[src/i2cmbe_pkg.sv]
// ----------------------------------------------------------------------------
// I2C master bit engine package
// Command codes, phase counts and the pin pattern of every command phase.
// ----------------------------------------------------------------------------
package i2cmbe_pkg;

  localparam int unsigned CMD_W   = 3;
  localparam int unsigned PHASE_W = 5;
  localparam int unsigned BYTE_W  = 8;
  localparam int unsigned CFG_IDX_W = 1;

  localparam logic [CMD_W-1:0] CMD_NONE  = 3'd0;
  localparam logic [CMD_W-1:0] CMD_START = 3'd1;
  localparam logic [CMD_W-1:0] CMD_STOP  = 3'd2;
  localparam logic [CMD_W-1:0] CMD_SEND  = 3'd3;
  localparam logic [CMD_W-1:0] CMD_WAIT  = 3'd4;
  localparam logic [CMD_W-1:0] CMD_READ  = 3'd5;
  localparam logic [CMD_W-1:0] CMD_ACK   = 3'd6;
  localparam logic [CMD_W-1:0] CMD_NACK  = 3'd7;

  localparam logic [CFG_IDX_W-1:0] REG_HOLD_TICKS = 1'd0;
  localparam logic [CFG_IDX_W-1:0] REG_ACK_LIMIT  = 1'd1;

  localparam logic [BYTE_W-1:0] HOLD_TICKS_RST = 8'd1;
  localparam logic [BYTE_W-1:0] ACK_LIMIT_RST  = 8'd250;

  localparam logic [PHASE_W-1:0] SEND_PHASES  = 5'd17;
  localparam logic [PHASE_W-1:0] READ_PHASES  = 5'd19;
  localparam logic [PHASE_W-1:0] WAIT_PHASES  = 5'd4;
  localparam logic [PHASE_W-1:0] SHORT_PHASES = 5'd3;
  localparam logic [PHASE_W-1:0] WAIT_POLL_PHASE = 5'd2;
  localparam logic [PHASE_W-1:0] WAIT_DONE_PHASE = 5'd3;
  localparam logic [PHASE_W-1:0] BIT_PHASES   = 5'd16;
  localparam logic [PHASE_W-1:0] LAST_BIT_PHASE = 5'd15;
  localparam logic [PHASE_W-1:0] READ_ACK_HIGH  = 5'd17;

  typedef struct packed {
    logic drv;
    logic sda;
    logic scl;
  } pins_t;

  localparam pins_t PINS_IDLE = '{drv: 1'b1, sda: 1'b1, scl: 1'b1};

  function automatic logic [PHASE_W-1:0] phase_total(input logic [CMD_W-1:0] cmd);
    logic [PHASE_W-1:0] total;
    case (cmd)
      CMD_SEND: total = SEND_PHASES;
      CMD_READ: total = READ_PHASES;
      CMD_WAIT: total = WAIT_PHASES;
      default:  total = SHORT_PHASES;
    endcase
    return total;
  endfunction

  function automatic pins_t phase_pins(input logic [CMD_W-1:0] cmd,
                                       input logic [PHASE_W-1:0] p,
                                       input logic [BYTE_W-1:0] shift,
                                       input logic ack);
    pins_t pins;
    pins = PINS_IDLE;
    case (cmd)
      CMD_START: begin
        pins.scl = (p < 5'd2);
        pins.sda = (p == 5'd0);
        pins.drv = 1'b1;
      end
      CMD_STOP: begin
        pins.scl = (p != 5'd0);
        pins.sda = (p == 5'd2);
        pins.drv = 1'b1;
      end
      CMD_ACK, CMD_NACK: begin
        pins.scl = (p == 5'd1);
        pins.sda = (cmd == CMD_NACK);
        pins.drv = 1'b1;
      end
      CMD_SEND: begin
        pins.drv = 1'b1;
        if (p < BIT_PHASES) begin
          pins.scl = p[0];
          pins.sda = shift[~p[3:1]];
        end else begin
          pins.scl = 1'b0;
          pins.sda = shift[0];
        end
      end
      CMD_READ: begin
        if (p < BIT_PHASES) begin
          pins.scl = p[0];
          pins.sda = 1'b1;
          pins.drv = 1'b0;
        end else begin
          pins.scl = (p == READ_ACK_HIGH);
          pins.sda = ~ack;
          pins.drv = 1'b1;
        end
      end
      CMD_WAIT: begin
        pins.scl = (p == 5'd1) || (p == 5'd2);
        pins.sda = 1'b1;
        pins.drv = 1'b0;
      end
      default: pins = PINS_IDLE;
    endcase
    return pins;
  endfunction

endpackage

[src/i2c_master_bit_engine.sv]
// ----------------------------------------------------------------------------
// I2C master bit engine
// Each input transaction is one timing tick; the engine runs start, stop,
// send, wait-ack, read, ack and nack as sequences of pin phases and returns
// one result transaction per tick.
// ----------------------------------------------------------------------------
// The block takes one tick transaction per clock cycle and answers each with
// one result transaction that holds the pin levels and status after that
// tick; a tick is processed in the cycle it is accepted and its result sits
// in an output register, so a new tick can enter in every cycle while the
// result side keeps up. Write hold_ticks and ack_limit only while no command
// is running and no result is pending.
module i2c_master_bit_engine
  import i2cmbe_pkg::*;
(
  input  logic                 clk,
  input  logic                 rst_n,
  input  logic                 in_valid,
  output logic                 in_stall,
  input  logic [CMD_W-1:0]     in_kind,
  input  logic [BYTE_W-1:0]    in_tx_byte,
  input  logic                 in_ack_after_read,
  input  logic                 in_sda_sample,
  output logic                 out_valid,
  input  logic                 out_stall,
  output logic                 out_scl_level,
  output logic                 out_sda_level,
  output logic                 out_sda_drive,
  output logic                 out_busy_res,
  output logic                 out_done_res,
  output logic [BYTE_W-1:0]    out_rx_byte,
  output logic                 out_ack_error,
  input  logic                 cfg_valid,
  output logic                 cfg_ready,
  input  logic [CFG_IDX_W-1:0] cfg_index,
  input  logic [BYTE_W-1:0]    cfg_data
);

  logic [BYTE_W-1:0]  hold_ticks_r;
  logic [BYTE_W-1:0]  ack_limit_r;
  logic [CMD_W-1:0]   cmd_r, cmd_nxt;
  logic [PHASE_W-1:0] phase_r, phase_nxt;
  logic [BYTE_W-1:0]  hold_cnt_r, hold_cnt_nxt;
  logic [BYTE_W-1:0]  shift_r, shift_nxt;
  logic [BYTE_W-1:0]  wait_cnt_r, wait_cnt_nxt;
  pins_t              pins_r, pins_nxt;
  logic               err_r, err_nxt;
  logic [BYTE_W-1:0]  rx_r, rx_nxt;
  logic               ack_r, ack_nxt;
  logic               done_nxt;
  logic               enter;
  logic [BYTE_W-1:0]  hold;
  logic [BYTE_W-1:0]  shifted;
  logic               in_accept;
  logic               out_valid_r;
  logic               busy_out_r, done_out_r, err_out_r;
  logic [BYTE_W-1:0]  rx_out_r;
  pins_t              pins_out_r;

  assign in_stall  = out_valid_r && out_stall;
  assign in_accept = in_valid && !in_stall;
  assign cfg_ready = 1'b1;
  assign hold      = (hold_ticks_r == '0) ? HOLD_TICKS_RST : hold_ticks_r;
  assign shifted   = {shift_r[BYTE_W-2:0], in_sda_sample};

  always_comb begin
    cmd_nxt      = cmd_r;
    phase_nxt    = phase_r;
    hold_cnt_nxt = hold_cnt_r;
    shift_nxt    = shift_r;
    wait_cnt_nxt = wait_cnt_r;
    err_nxt      = err_r;
    rx_nxt       = rx_r;
    ack_nxt      = ack_r;
    done_nxt     = 1'b0;
    enter        = 1'b0;
    if (cmd_r == CMD_NONE) begin
      if (in_kind != CMD_NONE) begin
        shift_nxt    = (in_kind == CMD_SEND) ? in_tx_byte : '0;
        wait_cnt_nxt = '0;
        if (in_kind == CMD_READ) begin
          ack_nxt = in_ack_after_read;
        end
        if (in_kind == CMD_WAIT) begin
          err_nxt = 1'b0;
        end
        cmd_nxt   = in_kind;
        phase_nxt = '0;
        enter     = 1'b1;
      end
    end else if (cmd_r == CMD_WAIT && phase_r == WAIT_POLL_PHASE) begin
      if (!in_sda_sample) begin
        phase_nxt = WAIT_DONE_PHASE;
        enter     = 1'b1;
      end else if (wait_cnt_r >= ack_limit_r) begin
        err_nxt   = 1'b1;
        cmd_nxt   = CMD_STOP;
        phase_nxt = '0;
        enter     = 1'b1;
      end else begin
        wait_cnt_nxt = wait_cnt_r + 8'd1;
      end
    end else if (hold_cnt_r < hold) begin
      hold_cnt_nxt = hold_cnt_r + 8'd1;
    end else begin
      if (cmd_r == CMD_READ && phase_r < BIT_PHASES && phase_r[0]) begin
        shift_nxt = shifted;
        if (phase_r == LAST_BIT_PHASE) begin
          rx_nxt = shifted;
        end
      end
      if (phase_r + 5'd1 < phase_total(cmd_r)) begin
        phase_nxt = phase_r + 5'd1;
        enter     = 1'b1;
      end else begin
        cmd_nxt      = CMD_NONE;
        phase_nxt    = '0;
        hold_cnt_nxt = '0;
        done_nxt     = 1'b1;
      end
    end
    if (enter) begin
      hold_cnt_nxt = 8'd1;
      pins_nxt     = phase_pins(cmd_nxt, phase_nxt, shift_nxt, ack_nxt);
    end else begin
      pins_nxt = pins_r;
    end
  end

  always_ff @(posedge clk) begin
    if (!rst_n) begin
      hold_ticks_r <= HOLD_TICKS_RST;
      ack_limit_r  <= ACK_LIMIT_RST;
    end else if (cfg_valid && cfg_ready) begin
      case (cfg_index)
        REG_HOLD_TICKS: hold_ticks_r <= cfg_data;
        REG_ACK_LIMIT:  ack_limit_r  <= cfg_data;
        default: ;
      endcase
    end
  end

  always_ff @(posedge clk) begin
    if (!rst_n) begin
      cmd_r      <= CMD_NONE;
      phase_r    <= '0;
      hold_cnt_r <= '0;
      shift_r    <= '0;
      wait_cnt_r <= '0;
      pins_r     <= PINS_IDLE;
      err_r      <= 1'b0;
      rx_r       <= '0;
      ack_r      <= 1'b0;
    end else if (in_accept) begin
      cmd_r      <= cmd_nxt;
      phase_r    <= phase_nxt;
      hold_cnt_r <= hold_cnt_nxt;
      shift_r    <= shift_nxt;
      wait_cnt_r <= wait_cnt_nxt;
      pins_r     <= pins_nxt;
      err_r      <= err_nxt;
      rx_r       <= rx_nxt;
      ack_r      <= ack_nxt;
    end
  end

  always_ff @(posedge clk) begin
    if (!rst_n) begin
      out_valid_r <= 1'b0;
    end else if (in_accept) begin
      out_valid_r <= 1'b1;
    end else if (!out_stall) begin
      out_valid_r <= 1'b0;
    end
  end

  always_ff @(posedge clk) begin
    if (in_accept) begin
      pins_out_r <= pins_nxt;
      busy_out_r <= (cmd_nxt != CMD_NONE);
      done_out_r <= done_nxt;
      rx_out_r   <= rx_nxt;
      err_out_r  <= err_nxt;
    end
  end

  assign out_valid     = out_valid_r;
  assign out_scl_level = pins_out_r.scl;
  assign out_sda_level = pins_out_r.sda;
  assign out_sda_drive = pins_out_r.drv;
  assign out_busy_res  = busy_out_r;
  assign out_done_res  = done_out_r;
  assign out_rx_byte   = rx_out_r;
  assign out_ack_error = err_out_r;

endmodule

[config.mk]
export PLATFORM = sky130hd
export DESIGN_NAME = i2c_master_bit_engine
export DESIGN_NICKNAME = d
export VERILOG_FILES = /design/src/i2cmbe_pkg.sv /design/src/i2c_master_bit_engine.sv
export SDC_FILE = /design/constraint.sdc
export NUM_CORES = 1
export LEC_CHECK = 0
export ABC_AREA = 1
export BUFFER_PORTS_ARGS = -buffer_cell sky130_fd_sc_hd__buf_4
export CORE_ASPECT_RATIO = 0.6
export CORE_MARGIN = 10
export CORE_UTILIZATION = 45
export DETAILED_ROUTE_END_ITERATION = 12
export PLACE_DENSITY = 0.66
export SYNTH_ARGS = -nofsm -noshare
export SYNTH_HDL_FRONTEND = slang
export SYNTH_SLANG_ARGS = --single-unit
[constraint.sdc]
create_clock -name clk -period 2.9 [get_ports clk]
set_input_delay 0.29 -clock clk [delete_from_list [all_inputs] [get_ports clk]]
set_output_delay 0.29 -clock clk [all_outputs]
set_load 0.01 [all_outputs]
# Word level (Yosys, flattened, before mapping)
# Cells that the tools add are included.
# classes
n_addsub	3
order_cmp	7
eq_ne	24
muxes	65
n_bitwise	3
reduce_logical	21
# ops
operator	count
$mux W8	22
$mux W5	10
$mux W3	9
$eq A3 B3 Y1 const B	8
$mux W1	20
$pmux W3 S6	1
$add A8 B1 Y8 const B	2
$pmux W5 S3	1
$eq A3 B2 Y1 const B	4
$eq A5 B2 Y1 const B	2
$lt A5 B5 Y1 const B	2
$ge A8 B8 Y1	1
$logic_not A8 Y1	1
$lt A8 B8 Y1	1
$ne A2 B2 Y1 const B	3
$reduce_bool A3 Y1	2
$add A5 B1 Y5 const B	1
$eq A5 B1 Y1 const B	1
$eq A5 B4 Y1 const B	1
$eq A5 B5 Y1 const B	1
$logic_and A1 B1 Y1	5
$logic_not A5 Y1	1
$lt A5 B2 Y1 const B	1
$lt A5 B5 Y1	1
18 further kinds	22
# word_totals
register_bits	76
input_bits	27
output_inout_bits	17
elab_cells	144

# Logic depth before layout (Yosys ltp)
# depth
word_depth	17
mapped_depth	25
depth_no_buf	24

# Worst setup path before layout
# No wires, ideal clock.
# synth_timing
kind	register -> register
start	reg phase_r[0]
end	reg pins_out_r, in the netlist out_scl_level (data pin)
setup_ns	0.255
t_arrival_ns	2.485
required_ns	2.645
setup_slack_ns	0.160
stages_incl_launch_ff	21
path_buffers	0
period_less_slack_ns	2.740
path_cell_list	dfxtp_1 ha_1 nand2_1 nor2_1 ha_1 inv_1 ha_1 nand2_1 nand2_1 nor2_2 nand2_2 nand2_2 nor2_4 o21ai_4 nand2_1 nor3b_1 nand2_1 nand2_1 nand2_1 nand3_1 and2_1
# synth_rtl
element	line	text
start: declaration	i2c_master_bit_engine.sv:42	logic [PHASE_W-1:0] phase_r, phase_nxt;
start signal: assignment	i2c_master_bit_engine.sv:156	phase_r <= phase_nxt;
end signal: assignment	i2c_master_bit_engine.sv:179	pins_out_r <= pins_nxt;
end: declaration	i2c_master_bit_engine.sv:58	pins_t pins_out_r;

==> qor.txt <==
status: finished clean
drc violations: 0
crit-path cells: ha_4 > nand2_2 > nor2_2 > ha_1 > inv_2 > ha_4 > nand2_1 > nand2_1 > nor2_2 > nand2_2 > nand2_2 > nor2_4 > o21ai_4 > nand2_2 > nor3b_2 > nand2_1 > nand2_1 > nand2_1 > nand3_1 > and2_1
vias in the first global route: 4234
peak supply drop: 375 uV
routed vias: 4646
Clock Skew: 0.00486 ns
synthesis-stage register bit count: 76
clk sink count: 76
deepest clock path buffer count: 2
top sig layer: met4
final net count: 776
Hold Crit Depth: 3
First-pass DRT Iterations: 5
Reg clk slew, reported paths: 0.06 ns
vias per cell: 5.36
Seq/Total Area, Yosys: 0.356
Die Ht: 98.9 um
Mapped Area: 4670 sq um
IO Count: 44
Synthesis Warnings: 0
Area contributors post-synth: dfxtp_1 (27%), nand2_1 (11%), edfxtp_1 (9.0%)
ys flop type: dfxtp_1
WS Path Type: flop to flop
H-tree depth: 3
max-slew violations: 0
Met1 Wirelength: 6090 um
WL/cell: 15.0 um
Place WS: -0.0207 ns
Worst slew margin: 0.651
Area Growth Syn to Fin: 23.6%
Worst path max stage delay: 0.36 ns
Synth top area share: 0.266
drt total wl: 13000 um
Starting Density: 0.468
crit path time final: 2.89 ns
Buf+Inv Stages, Crit Path: 1
largest net degree at the start of global routing: 40
Critical Path Start Type: flop
final hold vios: 0
fin worst setup slack: 0.00566 ns
Slew @ Worst Pin: 0.523 ns
row count: 28
Avg Synthesized Cell Area: 7.08 sq um
CP arrival: 2.99 ns
count leader, synth: nand2_1
Leak Pwr: 2.64 nW
ant diodes: 0
HP Class: input pin to flop
DP HPWL: 9270 um
final core utilization: 0.578
share of layout cells above drive strength 1: 0.234
final setup fails: 0
Power Density: 590 nW/um^2
TritonCTS buffer count: 9
first-pass GRT wire length: 20900 um
Required @ worst endpoint: 3.00 ns
IO Port Bufs: 42
synthesized netlist cell count: 660
1st-iter DRT viols: 433
CP dominant cell by count: nand2_1
RSZ-0062 raised after global routing: true
metal2 WL: 5510 um
fin crit share: 0.998
global placer's final weighted congestion: 0.911
Worst-Skew Late Latency: 0.34 ns
CTS Hold Bufs: 0
ys async rst share: 0
Reg2Reg Depth: 20
Netlist cell types: 48
WP depth: 20
CP delay by family, top: simple AND/OR/NAND/NOR gates
number of synthesized flops with an enable pin: 14
root buf cell: clkbuf_16
GRT Util Overall: 0.171
Crit Path Max Fanout: 5
Detail Route Antenna Nets: 0
Syn Nets: 710
fmax: 346 MHz
max-cap viol count: 0
Pwr Total: 3.41 mW
initial antenna violation count: 0
die width: 152 um
core area: 9980 sq um
total grt overflow: 0
TritonCTS clock tree: done
slowest CP cell: dfxtp_2
area leader, netlist: dfxtp_1
Synth top cells by count: nand2_1 (136), inv_1 (92), a21oi_1 (62), dfxtp_1 (62), o21ai_0 (51)
Setup crit end kind: flop
total negative slack: 0 ns
full die area: 15000 sq um
met3 routed WL: 1260 um
[worst paths after layout]
kind | from | to | slack [ns]
max | phase_r[1] | out_scl_level | 0.006
min | cfg_data[1] | ack_limit_r[1] | 0.18
max reg2reg | phase_r[1] | out_scl_level | 0.006
min reg2reg | wait_cnt_r[7] | wait_cnt_r[7] | 0.46
[flip-flops by register name (all words and copies together), names as in the netlist, 3 cells and up]
register      flops
phase_r           5
out_rx_byte       8
ack_limit_r       8
shift_r           8
cmd_r             3
rx_r              8
hold_ticks_r      8
hold_cnt_r        8
wait_cnt_r        8
pins_r            3
[worst register-to-register path, delay by kind of cell (launching register included)]
kind | cells | cell delay [ns]
flip-flops | 1 | 0.36
buffers and inverters | 1 | 0.08
AO/OA/AOI/OAI | 1 | 0.24
AND/OR/NAND/NOR | 15 | 1.34
adder cells (fa/ha/maj) | 3 | 0.64
[metrics by stage]
step / cells / instance area, sq um / hold WS, ns
2_1_floorplan: 660 / 4670 / 0.420
3_3_place_gp: 832 / 5160 / 0.444
3_5_place_dp: 832 / 5160 / 0.454
4_1_cts: 854 / 5560 / 0.176
5_1_grt: 866 / 5770 / 0.189
6_report: 866 / 5770 / 0.175
[cell type report]
class,count,area (sq um)
tap,135,169
clock inverter,7,98.8
sequential,76,1660
clock buffer,9,225
inverter,110,422
fill,913,4210
multi-input combinational,455,2620
timing repair buffer,74,572
[where the power goes]
part           internal [mW]  switching [mW]
Combinational          0.363           0.607
Sequential              1.16          0.0477
Clock                  0.759           0.470
[layout by cell type, fill, tap and decap left out, types with 8 or more instances in the layout]
master	count
nor3_1	8
nor2_1	40
nand3_1	30
nand2_2	13
o21ai_0	51
o21ai_1	12
edfxtp_1	14
nor2_2	10
inv_2	14
o211ai_1	14
nand2_4	10
buf_4	72
a21oi_1	61
dfxtp_1	60
clkbuf_16	9
nand2_1	132
ha_1	20
inv_1	89
[metal layers]
metal / global-route usage / vias up
li1: - / 2289
met1: 0.242 / 2141
met2: 0.247 / 197
met3: 0.0484 / 19
met4: 0.0416 / 0
met5: 0 / -
[kinds of logic after synthesis]
| kind of cell | after synthesis | share of synthesized area |
|---|---|---|
| xor+xnor | 5 | 0.00938 |
| other cells | 1 | 0.000803 |
| flops | 76 | 0.356 |
| compound gates | 159 | 0.195 |
| mux | 1 | 0.00214 |
| buf+inv | 129 | 0.109 |
| simple gates | 266 | 0.266 |
| fa+ha+maj | 23 | 0.0616 |
[repair_timing]
| action | 4_1_cts | 5_1_grt |
|---|---|---|
| buffers inserted | 6 | 12 |
| endpoints found under the setup margin | 2 | 14 |
| gates resized for setup | 6 | 28 |
| pin swaps | 3 | 14 |
Power figures use the tool's default switching activity.
